--- src/hdl/kvm_pkg.sv ---
package kvm_pkg;

    localparam int MAX_FRAMES   = 256;
    localparam int VSTORE_DEPTH = 16384;
    localparam int MAX_VPF      = 2048;
    localparam int NORMAL_COUNT = 162;
    localparam int PARAM_COUNT  = 6;

    localparam int FRAME_W = $clog2(MAX_FRAMES);
    localparam int VADDR_W = $clog2(VSTORE_DEPTH);
    localparam int FC_W    = 9;
    localparam int VPF_W   = 12;
    localparam int LADDR_W = 8 + VPF_W;
    localparam int NIDX_W  = $clog2(NORMAL_COUNT);

    localparam int QUEUE_DEPTH = 4;
    localparam int QPTR_W      = $clog2(QUEUE_DEPTH);
    localparam int QCNT_W      = QPTR_W + 1;

    localparam int SQRT_STEPS = 31;
    localparam int DIV_STEPS  = 15;

    localparam int BLEND_ONE = 65536;
    localparam int NORM_ONE  = 16384;

    localparam int CFG_IDX_W  = 2;
    localparam int CFG_DATA_W = 12;
    localparam logic [CFG_IDX_W-1:0] CFG_FRAME_COUNT     = 2'd0;
    localparam logic [CFG_IDX_W-1:0] CFG_VERTS_PER_FRAME = 2'd1;

    localparam logic [1:0] MODE_PARAM  = 2'd0;
    localparam logic [1:0] MODE_VERTEX = 2'd1;
    localparam logic [1:0] MODE_QUERY  = 2'd2;

    typedef enum logic [1:0] {
        OP_PARAM,
        OP_VERTEX,
        OP_QUERY
    } op_t;

    typedef struct packed {
        logic [1:0]         mode;
        logic [7:0]         frame_a;
        logic [7:0]         frame_b;
        logic [10:0]        vertex_index;
        logic [2:0]         param_select;
        logic signed [31:0] param_value;
        logic [7:0]         byte_x;
        logic [7:0]         byte_y;
        logic [7:0]         byte_z;
        logic [7:0]         normal_code;
        logic [16:0]        blend;
    } in_t;

    typedef struct packed {
        logic signed [31:0] pos_x;
        logic signed [31:0] pos_y;
        logic signed [31:0] pos_z;
        logic signed [15:0] norm_x;
        logic signed [15:0] norm_y;
        logic signed [15:0] norm_z;
    } out_t;

    typedef struct packed {
        op_t                op;
        logic [7:0]         frame_a;
        logic [7:0]         frame_b;
        logic [2:0]         sel;
        logic [VADDR_W-1:0] addr_a;
        logic [VADDR_W-1:0] addr_b;
        logic               oob_a;
        logic               oob_b;
        logic [31:0]        data;
        logic [16:0]        blend;
    } cmd_t;

    localparam logic signed [15:0] K0 = 16'sd0;
    localparam logic signed [15:0] KA = 16'sd8614;
    localparam logic signed [15:0] KB = 16'sd13937;
    localparam logic signed [15:0] KC = 16'sd7256;
    localparam logic signed [15:0] KD = 16'sd3913;
    localparam logic signed [15:0] KE = 16'sd14159;
    localparam logic signed [15:0] KF = 16'sd4837;
    localparam logic signed [15:0] KG = 16'sd15654;
    localparam logic signed [15:0] KH = 16'sd5063;
    localparam logic signed [15:0] KI = 16'sd8192;
    localparam logic signed [15:0] KJ = 16'sd13255;
    localparam logic signed [15:0] KK = 16'sd2662;
    localparam logic signed [15:0] KL = 16'sd4307;
    localparam logic signed [15:0] KM = 16'sd15582;
    localparam logic signed [15:0] KN = 16'sd2419;
    localparam logic signed [15:0] KO = 16'sd11740;
    localparam logic signed [15:0] KP = 16'sd11169;
    localparam logic signed [15:0] KQ = 16'sd9630;
    localparam logic signed [15:0] KR = 16'sd6969;
    localparam logic signed [15:0] KS = 16'sd11275;
    localparam logic signed [15:0] KU = 16'sd16384;

    // unit normals, Q2.14, packed {x, y, z}
    localparam logic [47:0] NORMAL_ROM [NORMAL_COUNT] = '{
        {-KA,K0,KB},{-KC,KD,KE},{-KF,K0,KG},{-KH,KI,KJ},{-KK,KL,KM},{K0,K0,KU},
        {K0,KB,KA},{-KN,KO,KP},{KN,KO,KP},{K0,KA,KB},{KH,KI,KJ},{KA,K0,KB},
        {KF,K0,KG},{KC,KD,KE},{KK,KL,KM},{-KP,KN,KO},{-KJ,KH,KI},{-KQ,KR,KS},
        {-KB,KA,K0},{-KE,KC,KD},{-KO,KP,KN},{-KS,KQ,KR},{-KI,KJ,KH},{-KD,KE,KC},
        {-KR,KS,KQ},{-KO,KP,-KN},{-KI,KJ,-KH},{-KA,KB,K0},{K0,KB,-KA},{-KD,KE,-KC},
        {K0,KG,-KF},{-KL,KM,-KK},{K0,KU,K0},{K0,KG,KF},{-KL,KM,KK},{KD,KE,KC},
        {KL,KM,KK},{KI,KJ,KH},{KD,KE,-KC},{KL,KM,-KK},{KI,KJ,-KH},{KB,KA,K0},
        {KO,KP,KN},{KO,KP,-KN},{KA,KB,K0},{KR,KS,KQ},{KE,KC,KD},{KS,KQ,KR},
        {KJ,KH,KI},{KP,KN,KO},{KQ,KR,KS},{KG,KF,K0},{KU,K0,K0},{KM,KK,KL},
        {KB,-KA,K0},{KG,-KF,K0},{KE,-KC,KD},{KM,-KK,KL},{KJ,-KH,KI},{KP,-KN,KO},
        {KB,K0,KA},{KE,KC,-KD},{KJ,KH,-KI},{KM,KK,-KL},{KA,K0,-KB},{KP,KN,-KO},
        {KP,-KN,-KO},{KB,K0,-KA},{KJ,-KH,-KI},{KE,-KC,-KD},{KM,-KK,-KL},{KN,KO,-KP},
        {KH,KI,-KJ},{KR,KS,-KQ},{KC,KD,-KE},{KQ,KR,-KS},{KS,KQ,-KR},{-KN,KO,-KP},
        {-KH,KI,-KJ},{K0,KA,-KB},{-KA,K0,-KB},{-KC,KD,-KE},{-KF,K0,-KG},{-KK,KL,-KM},
        {K0,K0,-KU},{KF,K0,-KG},{KK,KL,-KM},{-KC,-KD,-KE},{-KH,-KI,-KJ},{-KK,-KL,-KM},
        {K0,-KB,-KA},{-KN,-KO,-KP},{KN,-KO,-KP},{K0,-KA,-KB},{KH,-KI,-KJ},{KC,-KD,-KE},
        {KK,-KL,-KM},{KD,-KE,-KC},{KI,-KJ,-KH},{KR,-KS,-KQ},{KO,-KP,-KN},{KS,-KQ,-KR},
        {KQ,-KR,-KS},{K0,-KG,-KF},{K0,-KU,K0},{KL,-KM,-KK},{K0,-KB,KA},{K0,-KG,KF},
        {KD,-KE,KC},{KL,-KM,KK},{KI,-KJ,KH},{KO,-KP,KN},{KA,-KB,K0},{-KD,-KE,-KC},
        {-KI,-KJ,-KH},{-KL,-KM,-KK},{-KB,-KA,K0},{-KO,-KP,-KN},{-KO,-KP,KN},{-KA,-KB,K0},
        {-KI,-KJ,KH},{-KD,-KE,KC},{-KL,-KM,KK},{-KE,-KC,KD},{-KJ,-KH,KI},{-KS,-KQ,KR},
        {-KP,-KN,KO},{-KC,-KD,KE},{-KQ,-KR,KS},{-KH,-KI,KJ},{-KN,-KO,KP},{-KR,-KS,KQ},
        {-KK,-KL,KM},{KC,-KD,KE},{KK,-KL,KM},{KH,-KI,KJ},{KN,-KO,KP},{K0,-KA,KB},
        {KR,-KS,KQ},{KQ,-KR,KS},{KS,-KQ,KR},{-KG,KF,K0},{-KM,KK,KL},{-KU,K0,K0},
        {-KB,K0,KA},{-KG,-KF,K0},{-KM,-KK,KL},{-KE,KC,-KD},{-KM,KK,-KL},{-KJ,KH,-KI},
        {-KE,-KC,-KD},{-KM,-KK,-KL},{-KJ,-KH,-KI},{-KP,KN,-KO},{-KP,-KN,-KO},{-KB,K0,-KA},
        {-KS,KQ,-KR},{-KQ,KR,-KS},{-KR,KS,-KQ},{-KR,-KS,-KQ},{-KQ,-KR,-KS},{-KS,-KQ,-KR}
    };

endpackage

--- src/hdl/kvm_queue.sv ---
module kvm_queue (
    input  logic          clk,
    input  logic          rst_n,
    input  logic          wr_en,
    input  kvm_pkg::cmd_t wr_data,
    output logic          full,
    input  logic          rd_en,
    output kvm_pkg::cmd_t rd_data,
    output logic          empty
);

    kvm_pkg::cmd_t                q_mem_reg [kvm_pkg::QUEUE_DEPTH];
    logic [kvm_pkg::QPTR_W-1:0]   wr_ptr_reg;
    logic [kvm_pkg::QPTR_W-1:0]   rd_ptr_reg;
    logic [kvm_pkg::QCNT_W-1:0]   cnt_reg;
    logic [kvm_pkg::QCNT_W-1:0]   cnt_next;

    assign full    = cnt_reg == kvm_pkg::QCNT_W'(kvm_pkg::QUEUE_DEPTH);
    assign empty   = cnt_reg == '0;
    assign rd_data = q_mem_reg[rd_ptr_reg];

    always_comb
    begin
        cnt_next = cnt_reg;
        if (wr_en && !(rd_en && !empty))
            cnt_next = cnt_reg + 1'b1;
        else if (!wr_en && rd_en && !empty)
            cnt_next = cnt_reg - 1'b1;
    end

    always_ff @(posedge clk or negedge rst_n)
    begin
        if (!rst_n)
        begin
            wr_ptr_reg <= '0;
            rd_ptr_reg <= '0;
            cnt_reg    <= '0;
        end
        else
        begin
            if (wr_en)
                wr_ptr_reg <= wr_ptr_reg + 1'b1;
            if (rd_en && !empty)
                rd_ptr_reg <= rd_ptr_reg + 1'b1;
            cnt_reg <= cnt_next;
        end
    end

    always_ff @(posedge clk)
    begin
        if (wr_en)
            q_mem_reg[wr_ptr_reg] <= wr_data;
    end

endmodule

--- config.mk ---
export PLATFORM = sky130hd
export DESIGN_NAME = kvm_queue
export DESIGN_NICKNAME = d
export VERILOG_FILES = /design/src/hdl/kvm_pkg.sv /design/src/hdl/kvm_queue.sv
export SDC_FILE = /design/constraint.sdc
export NUM_CORES = 1
export LEC_CHECK = 0
export BUFFER_PORTS_ARGS = -buffer_cell sky130_fd_sc_hd__buf_2
export CAP_MARGIN = 20
export CORE_MARGIN = 2
export CORE_UTILIZATION = 51
export CTS_CLUSTER_DIAMETER = 50
export DETAILED_ROUTE_END_ITERATION = 8
export GPL_TIMING_DRIVEN = 0
export HOLD_SLACK_MARGIN = 0.05
export MAX_ROUTING_LAYER = met4
export PLACE_DENSITY_LB_ADDON = 0.3
export SYNTH_ARGS = -nofsm -noshare
export SYNTH_HDL_FRONTEND = slang
export SYNTH_SLANG_ARGS = --single-unit
--- constraint.sdc ---
create_clock -name clk -period 3.4 [get_ports clk]
set_clock_uncertainty 0.2 [all_clocks]
set_input_delay 0.34 -clock clk [delete_from_list [all_inputs] [get_ports clk]]
set_output_delay 0.34 -clock clk [all_outputs]
set_load 0.02 [all_outputs]
==> results of run 1 <==
worst paths after layout:
| check | from | to | slack, ns |
|---|---|---|---|
| worst min register to register | wr_ptr_reg[0] | wr_ptr_reg[0] | 0.34 |
| max in group asynchronous | rst_n | wr_ptr_reg[1] | 2.17 |
| min in group asynchronous | rst_n | cnt_reg[0] | 0.57 |
| worst min-delay path | wr_en | cnt_reg[2] | 0.08 |
| worst max register to register | cnt_reg[1] | cnt_reg[1] | 0.60 |
| worst max-delay path | cnt_reg[1] | cnt_reg[1] | 0.60 |
layer usage:
| layer | share of wire, % | global-route usage (%) |
|---|---|---|
| met3 | 6.3 | 3.96 |
| met2 | 53 | 32.9 |
| met1 | 39 | 24.2 |
| met5 | 0 | - |
| met4 | 1.9 | 4.72 |
cells by family (layout without fill, tap and decap cells):
group | after synthesis | after routing
mux | 100 | 100
xor+xnor | 4 | 4
fa+ha+maj | 5 | 5
flops | 407 | 407
simple gates | 22 | 22
buf+inv | 27 | 414
compound gates | 9 | 9
critical path, stage by stage (launching register included):
cell	delay, ns
dfrtp_1	0.47
or3_1	0.46
nand2_1	0.13
nand2_1	0.08
fa_1	0.52
o22ai_1	0.09
a211oi_1	0.21
dlygate4sd3_1	0.57
area by class of cell:
class	count	area [µm²]	share of cell area (%)
Tap cell	384	480	2.54
Timing Repair Buffer	312	2170	11.5
Clock inverter	24	199	1.05
Inverter	3	11.3	0.0596
Multi-Input combinational cell	140	2540	13.5
Buffer	24	180	0.953
Sequential cell	407	12200	64.5
Clock buffer	51	1130	5.96
cells in the mapped netlist (all sizes together):
library cell | instances | area share, %
or3 | 1 | 0.042
buf | 21 | 1.1
edfxtp | 400 | 81
or4 | 1 | 0.050
nor3 | 1 | 0.034
clkbuf | 3 | 0.076
a21oi | 1 | 0.034
and2 | 5 | 0.21
nand2b | 5 | 0.21
dfrtp | 7 | 1.2
o211ai | 2 | 0.10
o22ai | 1 | 0.042
nand3b | 1 | 0.050
a211oi | 1 | 0.050
fa | 1 | 0.13
mux4 | 100 | 15
ha | 4 | 0.34
xor2 | 2 | 0.12
o21a | 1 | 0.050
nand3 | 2 | 0.067
nor2 | 3 | 0.076
xnor2 | 2 | 0.12
inv | 3 | 0.076
nand2 | 3 | 0.076
o21ai | 3 | 0.10
report_power, final:
part	internal, µW	total, µW	switching [µW]
sequential	6560	6800	241
clock	2580	4360	1770
combinational	2210	5270	3060
stage by stage:
stage / total power [µW] / hold WS [ns] / setup TNS (ns) / cell area (µm²) / setup WS [ns]
floorplan: 10400 / -0.156 / 0 / 14900 / 0.852
global placement: 12000 / -0.0218 / -64.83 / 16400 / -0.177
detailed placement: 12200 / -0.0161 / 0 / 16500 / 0.756
CTS: 16700 / 0.0626 / 0 / 18900 / 0.605
global route: 17200 / 0.0704 / 0 / 18900 / 0.471
finish: 16400 / 0.0848 / 0 / 18900 / 0.603
placed cells by master, fill, tap and decap left out, types with 2 or more instances in the layout:
cell	count
o21ai_0	3
buf_16	4
inv_1	3
clkbuf_8	2
mux4_2	100
nor2_1	3
clkinvlp_4	3
and2_4	4
inv_6	2
bufinv_16	3
nand2b_1	5
clkinv_2	7
dfrtp_1	7
buf_6	9
nand2_1	3
clkbuf_16	43
clkinv_1	9
o211ai_1	2
xor2_1	2
edfxtp_1	400
nand3_1	2
buf_4	3
xnor2_1	2
dlygate4sd3_1	104
clkbuf_1	9
ha_1	4
buf_2	213
==> metrics, run 1 <==
Yosys warning total 0; RSZ-0062 raised after global routing false; DRC Markers 0; kind of end point of the critical path flop; antenna-violating nets left 0; number of global-route vias before repair 7,895; Core Rows 62; Setup violations, final 0; fin crit share 82.3%; CP Launch Type flop; maxcap violations 0; clk buf depth 3; Leak 0.00657 µW; htree depth 2; clk_lat worst skew 0.52 ns; postcts setup bufs 0; placed cell count 1,166; Hold Buf Count CTS 104; Syn Inst Count 574; min Tclk post-route 2.80 ns; gr usage total 19.4%; clk sinks 407; Synth Area in Adders 0.470%; largest family of logic cells by synthesized area multiplexers; First-pass DRT Iterations 5; Max Clk Rate 358 MHz; clock tree from TritonCTS built; worst-case vdd ir drop 0.585 mV; width of the chip 175 µm; fraction of layout cells with a size suffix above 1 40.9%; Starting Density 51.8%; Port Buffers 204; xor/xnor cell area share of the yosys netlist 0.235%; mapped cell area 14,900 µm²; post-CTS sizing 0; pin count of the biggest net entering global routing 55; final hold violations 0; WL/cell 20.9 µm; Routed WL 28,100 µm; reg2reg path depth 7; Slew @ Worst Pin 0.814 ns; mux share of post-synthesis cell area 15.1%; Slew headroom 45.7%; RD Place Congestion 0.737; Crit Path Class flop to flop; max FFs per register 400; final core utilization 65.7%; die height 175 µm; Post-DP HPWL 16,600 µm; status finished, final reports clean; Layout fillers 1,861; First DRT Iteration DRCs 494; Diodes inserted 0; vias after detailed routing 7,195; # IOs 206; P&R area growth vs syn 26.7%; Worst-path clk slew 0.06 ns; fin nets 1,039; post-DR vias/cell 5.35; Core Area 28,800 µm²; Hold Crit Class primary input to flop; first-pass GRT wire length 43,900 µm; compound-gate portion of the synthesized area 0.378%; crit path DAT 3.06 ns; post-synth net total 683; Pins Over Slew Limit 0; Synth Area per Inst 26.0 µm²; simple-gate share of the synthesized area 0.814%; gr ovfl total 0; Finished Layout Cells 1,345; Req. time, crit path 3.66 ns; clock root cell clkbuf_16; CTS buffer count 42; initial antenna violation count 0; Hold Path Stages 4; Synth cell types 27; Power per Cell Area 869 nW/µm²; die area 30,600 µm²; crit-path max FO 8; Yosys reg bits 407; Seq/Total Area, Yosys 81.7%
(Power assumes the default switching activity.)
==> run 2: changes to the inputs <==
- clock period: 3.4 -> 2.4 ns (I/O delays scaled with it)
==> run 2 against run 1 <==
  * The flow now finishes with violations (setup timing)
  * Hold slack gained 0.024 ns
  * Clock power up 55%
  * Sequential power increased by 42%
  * Setup slack worse by 0.67 ns
  * First-iteration DRC count grew 36%
  * Total power up 50%
  * Critical endpoint is now rd_data[27]
  * Largest cell class unchanged
  * Largest power group unchanged
  * Highest routed layer unchanged
==> metrics, run 2 (synthesized netlist as in run 1, its figures left out) <==
Port Buffers 204; First-pass DRT Iterations 5; reg2reg path depth 6; Req. time, crit path 1.96 ns; R2R Setup Slk 0.06 ns; Crit Path Class flop to output port; Worst R2R Start cnt_reg[1]; DRC Markers 0; Slew @ Worst Pin 0.719 ns; pin count of the biggest net entering global routing 58; die area 30,600 µm²; Core Area 28,800 µm²; PnR worst setup slack -0.0652 ns; status finished with violations; width of the chip 175 µm; Largest stage delay, worst path 0.53 ns; htree depth 2; clk sinks 407; Layout fillers 1,789; Hold Crit Class primary input to flop; fin crit share 103%; Total Neg Setup Slack -3.05 ns; First DRT Iteration DRCs 672; final hold violations 0; commonest cells after routing, fill and taps aside 400 x edfxtp_1, 190 x buf_2, 104 x dlygate4sd3_1; # IOs 206; worst-case vdd ir drop 0.828 mV; Setup violations, final 93; crit-path max FO 10; RSZ-0062 raised after global routing true; Starting Density 51.8%; Hold Path Stages 4; Slew headroom 52.0%; commonest non-fill, non-tap cell in the layout edfxtp_1; WL/cell 21.8 µm; number of global-route vias before repair 7,928; clk_lat worst skew 0.53 ns; kind of end point of the critical path output port; clock tree from TritonCTS built; Hold WS 0.109 ns; gr ovfl total 0; clk buf depth 3; post-DR vias/cell 5.35; min Tclk post-route 2.47 ns; failing checks setup timing; most used cell, CP buf_12; first-pass GRT wire length 44,400 µm; Max Clk Rate 406 MHz; RD Place Congestion 0.750; CTS buffer count 44; Core Rows 62; gr usage total 19.7%; Worst-path clk slew 0.06 ns; Post-DP HPWL 16,600 µm; CP Cell Sequence buf_12 -> buf_12 -> mux4_2 -> buf_2; clock root cell clkbuf_16; die height 175 µm; FF-to-FF End cnt_reg[2]; hold endpoint cnt_reg[2]; Routed WL 29,700 µm; CP Launch Type flop; vias after detailed routing 7,273; Leak 0.00679 µW; Power per Cell Area 1270 nW/µm²; fin nets 1,050; maxcap violations 0; slowest cell on the critical path mux4_2; Pins Over Slew Limit 0; initial antenna violation count 1; crit path DAT 2.03 ns; P&R area growth vs syn 29.9%; fraction of layout cells with a size suffix above 1 43.1%; antenna-violating nets left 0; hold_sp wr_en; max FFs per register 400
-- run 2: cell count changes in the layout (fill, tap and decap cells not counted), moves of 4 or more --
cell,before,now
buf_12,0,9
buf_4,3,14
clkinv_2,7,11
clkbuf_1,9,4
buf_6,9,20
buf_2,213,190
-- run 2: what timing repair did --
action,CTS,global route
buffers inserted,1,7
resized for setup,16,57
gates cloned,0,1
pin swaps,0,1
setup endpoints to repair,100,101
hold buffers,104,0
endpoints found under the hold margin,412,0
-- run 2: worst max-delay path by stage --
stage	slack, ns	to	depth (start not counted)	start
after floorplan	-0.07	q_mem_reg[1][0]	3	wr_ptr_reg[1]
after global placement	-1.09	q_mem_reg[1][31]	3	wr_en
after detailed placement	-0.08	q_mem_reg[3][28]	4	wr_en
after CTS	-0.15	rd_data[27]	4	rd_ptr_reg[0]
after global routing	-0.14	rd_data[62]	4	rd_ptr_reg[0]
final	-0.07	rd_data[27]	4	rd_ptr_reg[0]
-- run 2: layout make-up --
| cell class | instances | area [µm²] | share of cell area [%] |
|---|---|---|---|
| Sequential cell | 407 | 12200 | 62.9 |
| Multi-Input combinational cell | 140 | 2560 | 13.2 |
| Timing Repair Buffer | 321 | 2380 | 12.3 |
| Clock buffer | 48 | 1140 | 5.87 |
| Tap cell | 384 | 480 | 2.48 |
| Clock inverter | 31 | 337 | 1.74 |
| Buffer | 24 | 269 | 1.39 |
| Inverter | 3 | 11.3 | 0.0581 |
| Antenna cell | 1 | 2.50 | 0.0129 |
-- run 2: critical path, delay by kind of cell, from the launching register on --
| family | cells | cell delay (ns) |
|---|---|---|
| flops | 1 | 0.45 |
| mux | 1 | 0.53 |
| buf+inv | 3 | 0.52 |
-- run 2: metrics by stage --
step | std cells | utilization (%) | power (µW) | area [µm²] | worst slack, ns
floorplan | 574 | - | 14800 | 14900 | -0.0745
global placement | 1162 | 57.1 | 16900 | 16400 | -1.09
detailed placement | 1166 | 57.5 | 17200 | 16500 | -0.0809
CTS | 1350 | 66.4 | 24300 | 19100 | -0.150
global route | 1359 | 67.3 | 25700 | 19400 | -0.145
finish | 1359 | 67.3 | 24600 | 19400 | -0.0652
-- run 2: where the power goes --
part	internal [µW]	switching, µW	total (µW)	leakage, µW
registers	9300	350	9650	0.00375
logic	3670	4550	8220	0.00230
clock network	4100	2660	6760	0.000731
-- run 2: metal layers --
metal	routed length [µm]	up-vias	global-route usage, %
li1	-	3208	-
met1	11800	3775	24.7
met2	15400	249	33.2
met3	2070	41	4.61
met4	416	0	4.41
met5	0	-	-
==> run 3: changes to the inputs <==
--- a/config.mk
+++ b/config.mk
@@ -17,2 +17,3 @@
 export PLACE_DENSITY_LB_ADDON = 0.3
+export RECOVER_POWER = 100
 export SYNTH_ARGS = -nofsm -noshare
--- a/constraint.sdc
+++ b/constraint.sdc
@@ -4,2 +4,2 @@
 set_output_delay 0.24 -clock clk [all_outputs]
-set_load 0.02 [all_outputs]
+set_load 0.05 [all_outputs]
==> run 3 against run 2 <==
  * The run still ends with setup timing left
  * Critical path depth grew 1
  * Clock power about the same
  * Total power grew 18%
==> metrics, run 3 (synthesized netlist as in run 1, its figures left out) <==
status finished with violations; failing checks setup timing; die area 30,600 µm²; final core utilization 69.5%; hold endpoint wr_ptr_reg[1]; dpl ws -0.0809 ns; Worst-path clk slew 0.06 ns; net switching power 10,500 µW; die height 175 µm; share of power burned in registers 33.2%; Hold Crit Class primary input to flop; P_int 18,500 µW; FF-to-FF End cnt_reg[2]; commonest non-fill, non-tap cell in the layout edfxtp_1; CP Launch Type flop; Slew headroom 52.1%; Req. time, crit path 1.96 ns; clock tree from TritonCTS built; Net Sw Frac 36.3%; Logic pwr share 43.4%; htree depth 2; Core Rows 62; kind of end point of the critical path output port; max FFs per register 400; clk buf depth 3; first-pass GRT wire length 46,700 µm; crit path DAT 2.07 ns; Core Area 28,800 µm²; Starting Density 51.8%; clk sinks 407; PnR worst setup slack -0.113 ns; post-DR vias/cell 5.36; Slew @ Worst Pin 0.718 ns; reg2reg path depth 6; CTS buffer count 44; final hold violations 0; RD Place Congestion 0.750; min Tclk post-route 2.51 ns; Power per Cell Area 1450 nW/µm²; Hold Path Stages 4; First DRT Iteration DRCs 717; antenna-violating nets left 0; hold_sp wr_en; gr ovfl total 0; vias after detailed routing 7,351; Pins Over Slew Limit 0; WL/cell 22.6 µm; Final Instance Area 20,000 µm²; width of the chip 175 µm; Hold WS 0.108 ns; commonest cells after routing, fill and taps aside 400 x edfxtp_1, 104 x clkbuf_1, 104 x dlygate4sd3_1; Worst R2R Start cnt_reg[1]; fraction of layout cells with a size suffix above 1 33.5%; DRC Markers 0; number of global-route vias before repair 8,167; First-pass DRT Iterations 4; pin count of the biggest net entering global routing 58; Placed Area 16,500 µm²; maxcap violations 0; Routed WL 31,000 µm; P&R area growth vs syn 34.0%; gr usage total 20.9%; fin crit share 105%; fin nets 1,060; Setup violations, final 98; worst-case vdd ir drop 1.07 mV; RSZ-0062 raised after global routing true; Max Clk Rate 398 MHz; clock root cell clkbuf_16; initial antenna violation count 2; Leak 0.00679 µW; Port Buffers 204; Post-DP HPWL 16,600 µm; # IOs 206; clock power share 23.3%; crit-path max FO 5; R2R Setup Slk 0.06 ns; clk_lat worst skew 0.53 ns; Crit Path Class flop to output port
[run 3: per-stage QoR]
step | power, µW | instances | setup TNS [ns]
2_1_floorplan | 17400 | 574 | -14.09
3_3_place_gp | 19500 | 1162 | -255.64
3_5_place_dp | 19800 | 1166 | -13.30
4_1_cts | 28800 | 1356 | -10.78
5_1_grt | 30100 | 1371 | -11.18
6_report | 29100 | 1371 | -5.17
[run 3: worst max path at each step]
stage,from,end,slack [ns],cells past startpoint
after global placement,wr_en,q_mem_reg[1][31],-1.09,3
after detailed placement,wr_en,q_mem_reg[3][28],-0.08,4
after CTS,rd_ptr_reg[0],rd_data[62],-0.18,5
after global routing,rd_ptr_reg[0],rd_data[71],-0.16,4
final,rd_ptr_reg[0],rd_data[5],-0.11,5
after floorplan,wr_ptr_reg[1],q_mem_reg[1][0],-0.07,3
[run 3: layout make-up]
| class | instances | area, µm² |
|---|---|---|
| flip-flops and latches | 407 | 12200 |
| fillers | 1747 | 8790 |
| repair buffers | 331 | 2960 |
| multi-input cells | 140 | 2560 |
| clock buffers | 48 | 1140 |
| well taps | 384 | 480 |
| clock inverters | 31 | 337 |
| plain buffers | 24 | 304 |
| inverters | 3 | 11.3 |
| diodes | 3 | 7.51 |
[run 3: power groups by stage]
stage	clock network (µW)	registers, µW	logic [µW]
global placement	0	9740	9770
global route	7180	9750	13100
detailed placement	0	9770	10000
CTS	6890	9660	12200
finish	6780	9660	12600
floorplan	0	9670	7760
[run 3: metal layers]
layer  vias up  global-route usage [%]  wire [µm]
met1      3833                    25.2      12100
met5         -                       -          0
met2       241                    36.0      16300
li1       3237                       -          -
met4         0                    4.76        448
met3        40                    5.18       2210
[run 3: what timing repair did]
item | 4_1_cts | 5_1_grt
gates cloned | 3 | 6
setup buffers | 4 | 7
gates resized for setup | 215 | 38
hold buffers | 104 | 0
setup endpoints to repair | 101 | 102
pin swaps | 0 | 1
endpoints found under the hold margin | 412 | 0
[run 3: worst max-delay path: stages, from the launching register on]
cell	delay (ns)
dfrtp_2	0.43
buf_4	0.14
buf_4	0.14
clkbuf_16	0.15
mux4_2	0.51
buf_6	0.17
