[src/hdl/kvm_pkg.sv]
package kvm_pkg;

    localparam int MAX_FRAMES   = 256;
    localparam int VSTORE_DEPTH = 16384;
    localparam int MAX_VPF      = 2048;
    localparam int NORMAL_COUNT = 162;
    localparam int PARAM_COUNT  = 6;

    localparam int FRAME_W = $clog2(MAX_FRAMES);
    localparam int VADDR_W = $clog2(VSTORE_DEPTH);
    localparam int FC_W    = 9;
    localparam int VPF_W   = 12;
    localparam int LADDR_W = 8 + VPF_W;
    localparam int NIDX_W  = $clog2(NORMAL_COUNT);

    localparam int QUEUE_DEPTH = 4;
    localparam int QPTR_W      = $clog2(QUEUE_DEPTH);
    localparam int QCNT_W      = QPTR_W + 1;

    localparam int SQRT_STEPS = 31;
    localparam int DIV_STEPS  = 15;

    localparam int BLEND_ONE = 65536;
    localparam int NORM_ONE  = 16384;

    localparam int CFG_IDX_W  = 2;
    localparam int CFG_DATA_W = 12;
    localparam logic [CFG_IDX_W-1:0] CFG_FRAME_COUNT     = 2'd0;
    localparam logic [CFG_IDX_W-1:0] CFG_VERTS_PER_FRAME = 2'd1;

    localparam logic [1:0] MODE_PARAM  = 2'd0;
    localparam logic [1:0] MODE_VERTEX = 2'd1;
    localparam logic [1:0] MODE_QUERY  = 2'd2;

    typedef enum logic [1:0] {
        OP_PARAM,
        OP_VERTEX,
        OP_QUERY
    } op_t;

    typedef struct packed {
        logic [1:0]         mode;
        logic [7:0]         frame_a;
        logic [7:0]         frame_b;
        logic [10:0]        vertex_index;
        logic [2:0]         param_select;
        logic signed [31:0] param_value;
        logic [7:0]         byte_x;
        logic [7:0]         byte_y;
        logic [7:0]         byte_z;
        logic [7:0]         normal_code;
        logic [16:0]        blend;
    } in_t;

    typedef struct packed {
        logic signed [31:0] pos_x;
        logic signed [31:0] pos_y;
        logic signed [31:0] pos_z;
        logic signed [15:0] norm_x;
        logic signed [15:0] norm_y;
        logic signed [15:0] norm_z;
    } out_t;

    typedef struct packed {
        op_t                op;
        logic [7:0]         frame_a;
        logic [7:0]         frame_b;
        logic [2:0]         sel;
        logic [VADDR_W-1:0] addr_a;
        logic [VADDR_W-1:0] addr_b;
        logic               oob_a;
        logic               oob_b;
        logic [31:0]        data;
        logic [16:0]        blend;
    } cmd_t;

    localparam logic signed [15:0] K0 = 16'sd0;
    localparam logic signed [15:0] KA = 16'sd8614;
    localparam logic signed [15:0] KB = 16'sd13937;
    localparam logic signed [15:0] KC = 16'sd7256;
    localparam logic signed [15:0] KD = 16'sd3913;
    localparam logic signed [15:0] KE = 16'sd14159;
    localparam logic signed [15:0] KF = 16'sd4837;
    localparam logic signed [15:0] KG = 16'sd15654;
    localparam logic signed [15:0] KH = 16'sd5063;
    localparam logic signed [15:0] KI = 16'sd8192;
    localparam logic signed [15:0] KJ = 16'sd13255;
    localparam logic signed [15:0] KK = 16'sd2662;
    localparam logic signed [15:0] KL = 16'sd4307;
    localparam logic signed [15:0] KM = 16'sd15582;
    localparam logic signed [15:0] KN = 16'sd2419;
    localparam logic signed [15:0] KO = 16'sd11740;
    localparam logic signed [15:0] KP = 16'sd11169;
    localparam logic signed [15:0] KQ = 16'sd9630;
    localparam logic signed [15:0] KR = 16'sd6969;
    localparam logic signed [15:0] KS = 16'sd11275;
    localparam logic signed [15:0] KU = 16'sd16384;

    // unit normals, Q2.14, packed {x, y, z}
    localparam logic [47:0] NORMAL_ROM [NORMAL_COUNT] = '{
        {-KA,K0,KB},{-KC,KD,KE},{-KF,K0,KG},{-KH,KI,KJ},{-KK,KL,KM},{K0,K0,KU},
        {K0,KB,KA},{-KN,KO,KP},{KN,KO,KP},{K0,KA,KB},{KH,KI,KJ},{KA,K0,KB},
        {KF,K0,KG},{KC,KD,KE},{KK,KL,KM},{-KP,KN,KO},{-KJ,KH,KI},{-KQ,KR,KS},
        {-KB,KA,K0},{-KE,KC,KD},{-KO,KP,KN},{-KS,KQ,KR},{-KI,KJ,KH},{-KD,KE,KC},
        {-KR,KS,KQ},{-KO,KP,-KN},{-KI,KJ,-KH},{-KA,KB,K0},{K0,KB,-KA},{-KD,KE,-KC},
        {K0,KG,-KF},{-KL,KM,-KK},{K0,KU,K0},{K0,KG,KF},{-KL,KM,KK},{KD,KE,KC},
        {KL,KM,KK},{KI,KJ,KH},{KD,KE,-KC},{KL,KM,-KK},{KI,KJ,-KH},{KB,KA,K0},
        {KO,KP,KN},{KO,KP,-KN},{KA,KB,K0},{KR,KS,KQ},{KE,KC,KD},{KS,KQ,KR},
        {KJ,KH,KI},{KP,KN,KO},{KQ,KR,KS},{KG,KF,K0},{KU,K0,K0},{KM,KK,KL},
        {KB,-KA,K0},{KG,-KF,K0},{KE,-KC,KD},{KM,-KK,KL},{KJ,-KH,KI},{KP,-KN,KO},
        {KB,K0,KA},{KE,KC,-KD},{KJ,KH,-KI},{KM,KK,-KL},{KA,K0,-KB},{KP,KN,-KO},
        {KP,-KN,-KO},{KB,K0,-KA},{KJ,-KH,-KI},{KE,-KC,-KD},{KM,-KK,-KL},{KN,KO,-KP},
        {KH,KI,-KJ},{KR,KS,-KQ},{KC,KD,-KE},{KQ,KR,-KS},{KS,KQ,-KR},{-KN,KO,-KP},
        {-KH,KI,-KJ},{K0,KA,-KB},{-KA,K0,-KB},{-KC,KD,-KE},{-KF,K0,-KG},{-KK,KL,-KM},
        {K0,K0,-KU},{KF,K0,-KG},{KK,KL,-KM},{-KC,-KD,-KE},{-KH,-KI,-KJ},{-KK,-KL,-KM},
        {K0,-KB,-KA},{-KN,-KO,-KP},{KN,-KO,-KP},{K0,-KA,-KB},{KH,-KI,-KJ},{KC,-KD,-KE},
        {KK,-KL,-KM},{KD,-KE,-KC},{KI,-KJ,-KH},{KR,-KS,-KQ},{KO,-KP,-KN},{KS,-KQ,-KR},
        {KQ,-KR,-KS},{K0,-KG,-KF},{K0,-KU,K0},{KL,-KM,-KK},{K0,-KB,KA},{K0,-KG,KF},
        {KD,-KE,KC},{KL,-KM,KK},{KI,-KJ,KH},{KO,-KP,KN},{KA,-KB,K0},{-KD,-KE,-KC},
        {-KI,-KJ,-KH},{-KL,-KM,-KK},{-KB,-KA,K0},{-KO,-KP,-KN},{-KO,-KP,KN},{-KA,-KB,K0},
        {-KI,-KJ,KH},{-KD,-KE,KC},{-KL,-KM,KK},{-KE,-KC,KD},{-KJ,-KH,KI},{-KS,-KQ,KR},
        {-KP,-KN,KO},{-KC,-KD,KE},{-KQ,-KR,KS},{-KH,-KI,KJ},{-KN,-KO,KP},{-KR,-KS,KQ},
        {-KK,-KL,KM},{KC,-KD,KE},{KK,-KL,KM},{KH,-KI,KJ},{KN,-KO,KP},{K0,-KA,KB},
        {KR,-KS,KQ},{KQ,-KR,KS},{KS,-KQ,KR},{-KG,KF,K0},{-KM,KK,KL},{-KU,K0,K0},
        {-KB,K0,KA},{-KG,-KF,K0},{-KM,-KK,KL},{-KE,KC,-KD},{-KM,KK,-KL},{-KJ,KH,-KI},
        {-KE,-KC,-KD},{-KM,-KK,-KL},{-KJ,-KH,-KI},{-KP,KN,-KO},{-KP,-KN,-KO},{-KB,K0,-KA},
        {-KS,KQ,-KR},{-KQ,KR,-KS},{-KR,KS,-KQ},{-KR,-KS,-KQ},{-KQ,-KR,-KS},{-KS,-KQ,-KR}
    };

endpackage

[src/hdl/kvm_front.sv]
module kvm_front (
    input  logic                               clk,
    input  logic                               rst_n,
    input  logic                               push,
    input  logic                               full,
    input  kvm_pkg::in_t                       item,
    input  logic                               cfg_valid,
    input  logic [kvm_pkg::CFG_IDX_W-1:0]      cfg_index,
    input  logic [kvm_pkg::CFG_DATA_W-1:0]     cfg_data,
    output logic                               cmd_valid,
    output kvm_pkg::cmd_t                      cmd
);

    logic [kvm_pkg::FC_W-1:0]    frame_count_reg;
    logic [kvm_pkg::VPF_W-1:0]   verts_reg;
    logic [kvm_pkg::FC_W-1:0]    nf;
    logic [kvm_pkg::VPF_W-1:0]   nv;
    logic [7:0]                  fr_a;
    logic [7:0]                  fr_b;
    logic [7:0]                  row_a;
    logic                        vi_hi;
    logic                        is_query;
    logic [10:0]                 vi_sel;
    logic [kvm_pkg::LADDR_W-1:0] lin_a;
    logic [kvm_pkg::LADDR_W-1:0] lin_b;
    logic                        oob_a;
    logic                        oob_b;
    logic                        ok;

    always_ff @(posedge clk or negedge rst_n)
    begin
        if (!rst_n)
        begin
            frame_count_reg <= kvm_pkg::FC_W'(1);
            verts_reg       <= kvm_pkg::VPF_W'(1);
        end
        else if (cfg_valid)
        begin
            case (cfg_index)
                kvm_pkg::CFG_FRAME_COUNT:     frame_count_reg <= cfg_data[kvm_pkg::FC_W-1:0];
                kvm_pkg::CFG_VERTS_PER_FRAME: verts_reg       <= cfg_data[kvm_pkg::VPF_W-1:0];
                default:                      ;
            endcase
        end
    end

    always_comb
    begin
        if (frame_count_reg == '0)
            nf = kvm_pkg::FC_W'(1);
        else if (frame_count_reg > kvm_pkg::FC_W'(kvm_pkg::MAX_FRAMES))
            nf = kvm_pkg::FC_W'(kvm_pkg::MAX_FRAMES);
        else
            nf = frame_count_reg;
        if (verts_reg == '0)
            nv = kvm_pkg::VPF_W'(1);
        else if (verts_reg > kvm_pkg::VPF_W'(kvm_pkg::MAX_VPF))
            nv = kvm_pkg::VPF_W'(kvm_pkg::MAX_VPF);
        else
            nv = verts_reg;
    end

    assign fr_a     = ({1'b0, item.frame_a} >= nf) ? 8'(nf - 1'b1) : item.frame_a;
    assign fr_b     = ({1'b0, item.frame_b} >= nf) ? 8'(nf - 1'b1) : item.frame_b;
    assign vi_hi    = {1'b0, item.vertex_index} >= nv;
    assign is_query = item.mode == kvm_pkg::MODE_QUERY;
    assign row_a    = is_query ? fr_a : item.frame_a;
    assign vi_sel   = (is_query && vi_hi) ? '0 : item.vertex_index;
    assign lin_a    = kvm_pkg::LADDR_W'(row_a) * kvm_pkg::LADDR_W'(nv)
                    + kvm_pkg::LADDR_W'(vi_sel);
    assign lin_b    = kvm_pkg::LADDR_W'(fr_b) * kvm_pkg::LADDR_W'(nv)
                    + kvm_pkg::LADDR_W'(vi_sel);
    assign oob_a    = lin_a >= kvm_pkg::LADDR_W'(kvm_pkg::VSTORE_DEPTH);
    assign oob_b    = lin_b >= kvm_pkg::LADDR_W'(kvm_pkg::VSTORE_DEPTH);

    always_comb
    begin
        cmd.frame_a = row_a;
        cmd.frame_b = fr_b;
        cmd.sel     = item.param_select;
        cmd.addr_a  = kvm_pkg::VADDR_W'(lin_a);
        cmd.addr_b  = kvm_pkg::VADDR_W'(lin_b);
        cmd.oob_a   = oob_a;
        cmd.oob_b   = oob_b;
        cmd.blend   = (item.blend > 17'(kvm_pkg::BLEND_ONE)) ? 17'(kvm_pkg::BLEND_ONE)
                                                              : item.blend;
        case (item.mode)
            kvm_pkg::MODE_PARAM:
            begin
                cmd.op   = kvm_pkg::OP_PARAM;
                cmd.data = item.param_value;
                ok       = item.param_select < 3'(kvm_pkg::PARAM_COUNT);
            end
            kvm_pkg::MODE_VERTEX:
            begin
                cmd.op   = kvm_pkg::OP_VERTEX;
                cmd.data = {item.normal_code, item.byte_z, item.byte_y, item.byte_x};
                ok       = !vi_hi && !oob_a;
            end
            kvm_pkg::MODE_QUERY:
            begin
                cmd.op   = kvm_pkg::OP_QUERY;
                cmd.data = item.param_value;
                ok       = 1'b1;
            end
            default:
            begin
                cmd.op   = kvm_pkg::OP_QUERY;
                cmd.data = item.param_value;
                ok       = 1'b0;
            end
        endcase
    end

    assign cmd_valid = push && !full && ok;

endmodule

[config.mk]
export PLATFORM = sky130hd
export DESIGN_NAME = kvm_front
export DESIGN_NICKNAME = d
export VERILOG_FILES = /design/src/hdl/kvm_pkg.sv /design/src/hdl/kvm_front.sv
export SDC_FILE = /design/constraint.sdc
export NUM_CORES = 1
export LEC_CHECK = 0
export BUFFER_PORTS_ARGS = -buffer_cell sky130_fd_sc_hd__buf_4
export CORE_MARGIN = 8
export CORE_UTILIZATION = 45
export CTS_BUF_LIST = sky130_fd_sc_hd__clkbuf_16
export CTS_CLUSTER_DIAMETER = 30
export CTS_CLUSTER_SIZE = 40
export DETAILED_ROUTE_END_ITERATION = 10
export GPL_TIMING_DRIVEN = 0
export PLACE_DENSITY = 0.72
export SYNTH_ARGS = -nofsm -noshare
export SYNTH_HDL_FRONTEND = slang
export SYNTH_SLANG_ARGS = --single-unit
[constraint.sdc]
create_clock -name clk -period 11.7 [get_ports clk]
set_clock_uncertainty 0.05 [all_clocks]
set_input_delay 2.925 -clock clk [delete_from_list [all_inputs] [get_ports clk]]
set_output_delay 2.925 -clock clk [all_outputs]
set_load 0.03 [all_outputs]
==> impl_metrics.csv, run 1 <==
group,metric,value,unit
grt,grt_max_degree,22,
die,rows,53,
placed_design,routabilityCongestion,0.945,
die,core_area,20800,sq um
cells_and_area,final_cell_mix,"buf_4, inv_1, fa_1",
detailed_routing,vias_per_cell,5.67,
synthesis,synth_edf_count,0,
clocking,ctsLongestPathBuffers,2,
synthesis,syn_nets,1499,
detailed_routing,via_count,9589,
cells_and_area,fillers,1780,
synthesis,syn_avg_cell_area,8.46,sq um
die,start_util,0.453,
synthesis,synth-async-reset-ratio,1.00,
synthesis,synth.cell_area,9430,sq um
clocking,holdBufCountCts,0,
synthesis,yosysWarnings,0,
timing,clock.fmax,82.6,MHz
clocking,cts_tree,"done",
detailed_routing,routed_wirelength,31500,microns
die,die_y,161,microns
clocking,clkTransAtPathRegs,0.05,ns
run,drv_cap,0,
timing,setup_viol,5,
detailed_routing,drtIter0Drc,745,
timing,min_period,12.11,ns
synthesis,ys_ff_latch,21,
grt,grt_overflow,0,
setup_path,rr_worst_depth,3,
die,io_pins,233,
setup_path,worstPathArrival,9.14,ns
cells_and_area,finalInstanceArea,13200,sq um
die,fp.dieArea,25800,sq um
clocking,cts_sinks,21,
cells_and_area,largest_register_ffs,12,
setup_path,worstSetupEndpointType,"output pin",
synthesis,synth_area_leaders,"fa_1, ha_1, inv_1, mux2_2, nor3_1",
timing,rsz0062_at_grt,"yes",
grt,grt_pass1_vias,9752,
detailed_routing,routed-wl-met2,15200,microns
status,violations,"negative setup slack",
hold_path,hold_path_class,"flop to flop",
placed_design,postPlaceCellArea,11600,sq um
detailed_routing,firstDrtPassIters,5,
detailed_routing,top_layer,"met4",
grt,grt_use_total,0.225,
synthesis,synthCells,1115,
detailed_routing,dr_wl_met3,3230,microns
setup_path,r2r-end,"verts_reg[11]$_DFFE_PN0P_",
timing,slew_viol_final,0,
synthesis,synth_flop_cell,"dfrtp_1",
cells_and_area,final_common_cell,"buf_4",
cells_and_area,nets,1801,
grt,antenna_found_initial,0,
detailed_routing,drc,0,
timing,setup_tns,-1.24,ns
clocking,cts-root-buf,"clkbuf_16",
clocking,cts_buffers,3,
setup_path,crit_type,"input port to output pin",
cells_and_area,area_growth,39.8,%
cells_and_area,layout-drive-gt1-share,0.383,
synthesis,ys_seq_area_frac,0.0560,
hold_path,worstHoldPathCells,1,
setup_path,cp_max_fo,7,
hold_path,min_from,"verts_reg[1]$_DFFE_PN0P_",
grt,grt_pass1_wl,48500,microns
clocking,htree_levels,1,
synthesis,synth.distinct_cells,58,
cells_and_area,diodes,0,
setup_path,start_kind,"input port",
detailed_routing,drtAntennaViolNets,0,
placed_design,dp_hpwl,24600,microns
status,outcome,"finished with violations",
timing,worstMarginPinSlew,0.913,ns
setup_path,worstPathRequired,8.73,ns
clocking,clk_latency,0.25,ns
placed_design,portBuffers,231,
timing,fin_crit_sh,1.04,
detailed_routing,wire_per_inst,18.7,microns
synthesis,yosysTopAreaCell,"fa_1",
timing,hold_violations,0,
die,die_w,161,microns
setup_path,rr_startpoint,"verts_reg[11]$_DFFE_PN0P_",
synthesis,synth_top_area_share,0.301,
detailed_routing,met1_length,12000,microns
timing,relSlewSlack,0.390,
setup_path,r2r_setup_slack,10.15,ns
timing,worst_slack,-0.412,ns
hold_path,min_to,"verts_reg[1]$_DFFE_PN0P_",
[how the worst max path moves through the flow]
stage | endpoint | start | slack [ns] | cells past startpoint
6_report | cmd_valid | item[103] | -0.41 | 27
5_1_grt | cmd_valid | item[103] | -0.57 | 30
4_1_cts | cmd_valid | item[103] | -0.30 | 27
3_5_place_dp | cmd[50] | item[89] | -1.29 | 27
3_3_place_gp | cmd[50] | item[89] | -1.26 | 27
2_1_floorplan | cmd[50] | item[103] | 0.003 | 25
[through the flow]
stage,hold slack (ns),util,worst slack [ns],instances
after floorplan,0.444,-,0.00301,1115
after detailed placement,0.473,0.555,-1.29,1621
after global placement,0.461,0.555,-1.26,1621
after global routing,0.502,0.633,-0.574,1691
after CTS,0.484,0.598,-0.302,1658
final,0.484,0.633,-0.412,1691
[logic make-up after synthesis]
family	after synthesis	share of synthesized area
and+or+nand+nor	362	0.204
AOI/OAI and AO/OA	154	0.104
DFF	21	0.0560
buffers and inverters	249	0.103
xor gates and xnor gates	21	0.0195
adders and majority gates	252	0.447
muxes	56	0.0666
[worst max-delay path, cell delays in order]
cell,delay (ns)
buf_8,0.10
inv_8,0.05
ha_4,0.18
nand2b_4,0.12
a21o_1,0.15
a21o_1,0.16
a21oi_2,0.20
o2111a_2,0.26
buf_12,0.15
nor3_2,0.07
buf_4,0.20
or3_4,0.37
fa_1,0.47
fa_1,0.54
fa_1,0.44
fa_1,0.53
inv_2,0.05
ha_4,0.25
and3_4,0.16
and3_4,0.18
o21a_1,0.18
or4b_4,0.53
a221oi_4,0.29
nand3b_1,0.13
buf_4,0.16
o21ai_4,0.12
buf_6,0.14
[routing by layer]
layer / track usage / up-vias
li1: - / 4343
met1: 0.276 / 4615
met2: 0.393 / 548
met3: 0.0502 / 83
met4: 0.0581 / 0
met5: 0 / -
[cell usage after synthesis (3+ instances only)]
master     count
a211oi_1       4
a21o_1        15
a21oi_1       42
and2_1         4
and3_1         7
buf_2         13
buf_4          5
clkbuf_1      43
dfrtp_1       19
fa_1         142
ha_1         110
inv_1        186
mux2_2        54
nand2_1       30
nand2b_1      16
nand3_1       56
nand3b_1       4
nor2_1        44
nor2b_1       30
nor3_1       107
nor3b_1        7
nor4_1         8
nor4b_1        3
o2111a_1       3
o2111ai_1      4
o211ai_1       6
o21a_1        14
o21ai_0       42
o21bai_1       3
o31a_1         3
or2_2          5
or3_1         32
or3b_2         4
xnor2_1       15
xor2_1         6
[cell type report]
cell class / instances / area, sq um / share of cell area
inverters: 187 / 709 / 0.0538
clock inverters: 1 / 3.75 / 0.000285
multi-input cells: 846 / 8800 / 0.667
well taps: 275 / 344 / 0.0261
clock buffers: 3 / 75.1 / 0.00569
plain buffers: 56 / 388 / 0.0294
repair buffers: 302 / 2340 / 0.178
flip-flops and latches: 21 / 528 / 0.0400
[repair_timing]
action	4_1_cts	5_1_grt
buffers inserted	35	33
setup endpoints to repair	15	10
gates cloned	2	2
gates resized for setup	152	108
pin swaps	64	71
Power of run 1 is not shown: default switching activity piles up to over one toggle a cycle in this logic, so the estimate is an artifact.
==> inputs of run 2 (changes only) <==
--- a/config.mk
+++ b/config.mk
@@ -8,7 +8,6 @@
 export BUFFER_PORTS_ARGS = -buffer_cell sky130_fd_sc_hd__buf_4
 export CORE_MARGIN = 8
 export CORE_UTILIZATION = 45
-export CTS_BUF_LIST = sky130_fd_sc_hd__clkbuf_16
 export CTS_CLUSTER_DIAMETER = 30
 export CTS_CLUSTER_SIZE = 40
 export DETAILED_ROUTE_END_ITERATION = 10
==> impl_metrics.csv, run 2 (synthesis gave the netlist of run 1 again) <==
group,metric,value,unit
timing,setup_viol,5,
cells_and_area,layout-drive-gt1-share,0.383,
cells_and_area,diodes,0,
clocking,cts_buffers,3,
grt,grt_use_total,0.225,
setup_path,crit_type,"input port to output pin",
detailed_routing,vias_per_cell,5.68,
cells_and_area,final_cell_mix,"buf_4, inv_1, fa_1",
placed_design,routabilityCongestion,0.945,
detailed_routing,wire_per_inst,18.7,microns
detailed_routing,drc,0,
setup_path,worstSetupEndpointType,"output pin",
cells_and_area,fillers,1780,
clocking,htree_levels,1,
grt,grt_pass1_wl,48500,microns
cells_and_area,final_common_cell,"buf_4",
grt,antenna_found_initial,0,
detailed_routing,drtIter0Drc,745,
timing,holdWs,0.484,ns
grt,grt_pass1_vias,9752,
clocking,cts_sinks,21,
die,io_pins,233,
status,violations,"negative setup slack",
timing,slew_viol_final,0,
timing,hold_violations,0,
timing,rsz0062_at_grt,"yes",
setup_path,cp_common_cell,"fa_1",
placed_design,pre_cts_slack,-1.29,ns
setup_path,cp_max_fo,7,
setup_path,cp_top_family,"adder cells",
timing,relSlewSlack,0.390,
timing,min_period,12.11,ns
die,fp.dieArea,25800,sq um
grt,grt_overflow,0,
die,core_area,20800,sq um
timing,fin_crit_sh,1.04,
clocking,clkTransAtPathRegs,0.05,ns
detailed_routing,routed_wirelength,31600,microns
cells_and_area,nets,1801,
setup_path,cp_slowest_cell,"fa_1",
clocking,ctsLongestPathBuffers,2,
timing,worst_slack,-0.412,ns
placed_design,portBuffers,231,
grt,grt_max_degree,22,
status,outcome,"finished with violations",
detailed_routing,firstDrtPassIters,5,
setup_path,max_stage_delay,0.54,ns
die,start_util,0.453,
setup_path,start_kind,"input port",
hold_path,hold_path_class,"flop to flop",
setup_path,critical_path_buf_inv_count,7,
placed_design,dp_hpwl,24600,microns
clocking,clk_latency,0.25,ns
setup_path,worstPathArrival,9.14,ns
clocking,cts_tree,"done",
detailed_routing,via_count,9611,
clocking,cts-root-buf,"clkbuf_16",
setup_path,worstPathRequired,8.73,ns
timing,worstMarginPinSlew,0.913,ns
timing,clock.fmax,82.6,MHz
cells_and_area,largest_register_ffs,12,
cells_and_area,area_growth,39.8,%
die,die_y,161,microns
die,rows,53,
run,drv_cap,0,
detailed_routing,drtAntennaViolNets,0,
die,die_w,161,microns
==> run 2: what timing repair did <==
action | in CTS | in global routing
setup endpoints to repair | 15 | 10
pin swaps | 64 | 71
gates resized for setup | 152 | 108
buffers inserted | 35 | 33
hold buffers | 0 | 0
cloned | 2 | 2
==> run 2: cell type report <==
cell class                 count  area (sq um)  share of cell area
clock buffer                   4          78.8             0.00598
multi-input combinational    846          8800               0.667
tap                          275           344              0.0261
buffer                        56           388              0.0294
sequential                    21           528              0.0400
timing repair buffer         302          2340               0.178
inverter                     187           709              0.0538
==> run 2: per-layer routing <==
metal	vias to the layer above	part of all wire	global-route usage
met3	85	0.10	0.0502
met4	0	0.035	0.0581
met5	-	0	0
li1	4343	-	-
met1	4628	0.38	0.276
met2	555	0.48	0.393
==> run 2: path summary, 6_finish.rpt <==
kind / start / end / slack [ns] / depth (start not counted)
setup / recovery: item[103] / cmd_valid / -0.41 / 27
hold / removal: verts_reg[1]$_DFFE_PN0P_ / verts_reg[1]$_DFFE_PN0P_ / 0.48 / 1
setup reg to reg: verts_reg[11]$_DFFE_PN0P_ / verts_reg[11]$_DFFE_PN0P_ / 10.15 / 3
hold reg to reg: verts_reg[1]$_DFFE_PN0P_ / verts_reg[1]$_DFFE_PN0P_ / 0.48 / 1
max in group asynchronous: rst_n / verts_reg[0]$_DFFE_PN1P_ / 8.83 / 1
min in group asynchronous: rst_n / frame_count_reg[5]$_DFFE_PN0P_ / 2.50 / 1
==> run 2: metrics by stage <==
stage	utilization	instance area (sq um)	setup TNS, ns	cells
floorplan	-	9490	0	1115
global placement	0.555	11600	-7.04	1621
detailed placement	0.555	11600	-7.17	1621
CTS	0.598	12500	-0.533	1658
global route	0.633	13200	-2.36	1691
finish	0.633	13200	-1.24	1691
Power of run 2 is left out for the same reason.
==> inputs of run 3 (changes only) <==
==> constraint.sdc (replaced) <==
create_clock -name clk -period 11.7 [get_ports clk]
set_clock_uncertainty 0.05 [all_clocks]
set_input_delay 1.17 -clock clk [delete_from_list [all_inputs] [get_ports clk]]
set_output_delay 1.17 -clock clk [all_outputs]
set_load 0.03 [all_outputs]
==> impl_metrics.csv, run 3 (synthesis gave the netlist of run 1 again) <==
group,metric,value,unit
grt,grt_overflow,0,
setup_path,worstPathRequired,10.48,ns
setup_path,cp_common_cell,"fa_1",
grt,antenna_found_initial,0,
clocking,holdBufCountCts,0,
clocking,htree_levels,1,
clocking,post_cts_buffers,0,
clocking,cts_buffers,3,
placed_design,routabilityCongestion,0.961,
setup_path,start_kind,"flop",
clocking,clkTransAtPathRegs,0.05,ns
cells_and_area,layout-drive-gt1-share,0.239,
timing,setup_tns,0,ns
placed_design,portBuffers,231,
detailed_routing,via_count,9011,
timing,setup_viol,0,
clocking,ctsLongestPathBuffers,2,
cells_and_area,largest_register_ffs,12,
setup_path,r2r-end,"verts_reg[11]$_DFFE_PN0P_",
cells_and_area,final_common_cell,"buf_4",
detailed_routing,drtAntennaViolNets,0,
timing,min_period,10.49,ns
setup_path,startpoint,"verts_reg[11]$_DFFE_PN0P_",
detailed_routing,drc,0,
detailed_routing,wire_per_inst,17.5,microns
setup_path,cp_max_fo,10,
detailed_routing,firstDrtPassIters,5,
timing,holdWs,0.470,ns
hold_path,worstHoldPathCells,1,
grt,grt_pass1_vias,9408,
detailed_routing,vias_per_cell,5.55,
placed_design,dp_hpwl,24500,microns
setup_path,worstSetupEndpointType,"output pin",
clocking,cts-root-buf,"clkbuf_16",
timing,rsz0062_at_grt,"no",
cells_and_area,fillers,1974,
setup_path,worstPathArrival,9.27,ns
die,rows,53,
die,fp.dieArea,25800,sq um
timing,worstMarginPinSlew,0.898,ns
setup_path,rr_startpoint,"verts_reg[11]$_DFFE_PN0P_",
setup_path,r2r_setup_slack,10.13,ns
timing,fin_crit_sh,0.896,
setup_path,max_stage_delay,0.65,ns
die,die_y,161,microns
grt,grt_max_degree,22,
cells_and_area,diodes,0,
die,start_util,0.453,
hold_path,min_from,"verts_reg[8]$_DFFE_PN0P_",
run,drv_cap,0,
grt,grt_pass1_wl,46700,microns
status,outcome,"finished, final reports clean",
die,die_w,161,microns
hold_path,hold_path_class,"flop to flop",
cells_and_area,fin_util,0.557,
setup_path,cp_slowest_cell,"nor2b_1",
clocking,cts_sinks,21,
grt,grt_use_total,0.217,
cells_and_area,area_growth,22.9,%
cells_and_area,multi_input_area,7930,sq um
timing,hold_violations,0,
detailed_routing,drtIter0Drc,625,
clocking,cts_tree,"done",
setup_path,rr_worst_depth,3,
hold_path,min_to,"verts_reg[8]$_DFFE_PN0P_",
die,core_area,20800,sq um
cells_and_area,ff_latch_area,528,sq um
cells_and_area,final_cell_mix,"buf_4, inv_1, fa_1",
clocking,cts-resized-gates,0,
detailed_routing,routed_wirelength,28400,microns
cells_and_area,nets,1735,
clocking,clk_latency,0.25,ns
die,io_pins,233,
setup_path,crit_type,"flop to output pin",
timing,slew_viol_final,0,
timing,relSlewSlack,0.394,
timing,clock.fmax,95.4,MHz
run 3: worst max-delay path by stage:
| stage | endpoint | cells after the start |
|---|---|---|
| after floorplan | cmd_valid | 26 |
| after global placement | cmd[50] | 28 |
| after detailed placement | cmd[50] | 28 |
| after CTS | cmd[50] | 28 |
| after global routing | cmd[50] | 28 |
| final | cmd[50] | 28 |
run 3: metrics by stage:
| stage | instances | area, sq um | setup slack (ns) |
|---|---|---|---|
| after global routing | 1625 | 11600 | 0.588 |
| final | 1625 | 11600 | 1.21 |
| after floorplan | 1115 | 9430 | 3.05 |
| after CTS | 1625 | 11600 | 1.27 |
| after detailed placement | 1621 | 11500 | 1.58 |
| after global placement | 1621 | 11500 | 1.69 |
run 3: per-layer routing:
layer / vias to the layer above / GRT usage / part of all wire
met5: - / 0 / 0
met1: 4290 / 0.274 / 0.41
li1: 4214 / - / -
met2: 452 / 0.363 / 0.47
met4: 0 / 0.0505 / 0.024
met3: 55 / 0.0576 / 0.10
run 3: cell type report:
class	instances	area share
clock inverters	1	0.000432
well taps	275	0.0297
clock buffers	3	0.00648
repair buffers	231	0.150
multi-input cells	845	0.685
plain buffers	62	0.0231
inverters	187	0.0606
flip-flops and latches	21	0.0456
run 3: critical path, delay by kind of cell, from the launching register on:
| family | cells | cell delay (ns) |
|---|---|---|
| adder cells (fa/ha/maj) | 6 | 2.87 |
| AO/OA/AOI/OAI | 7 | 2.21 |
| flip-flops | 1 | 0.37 |
| buffers and inverters | 7 | 1.39 |
| AND/OR/NAND/NOR | 8 | 2.16 |
Power of run 3 is left out for the same reason.
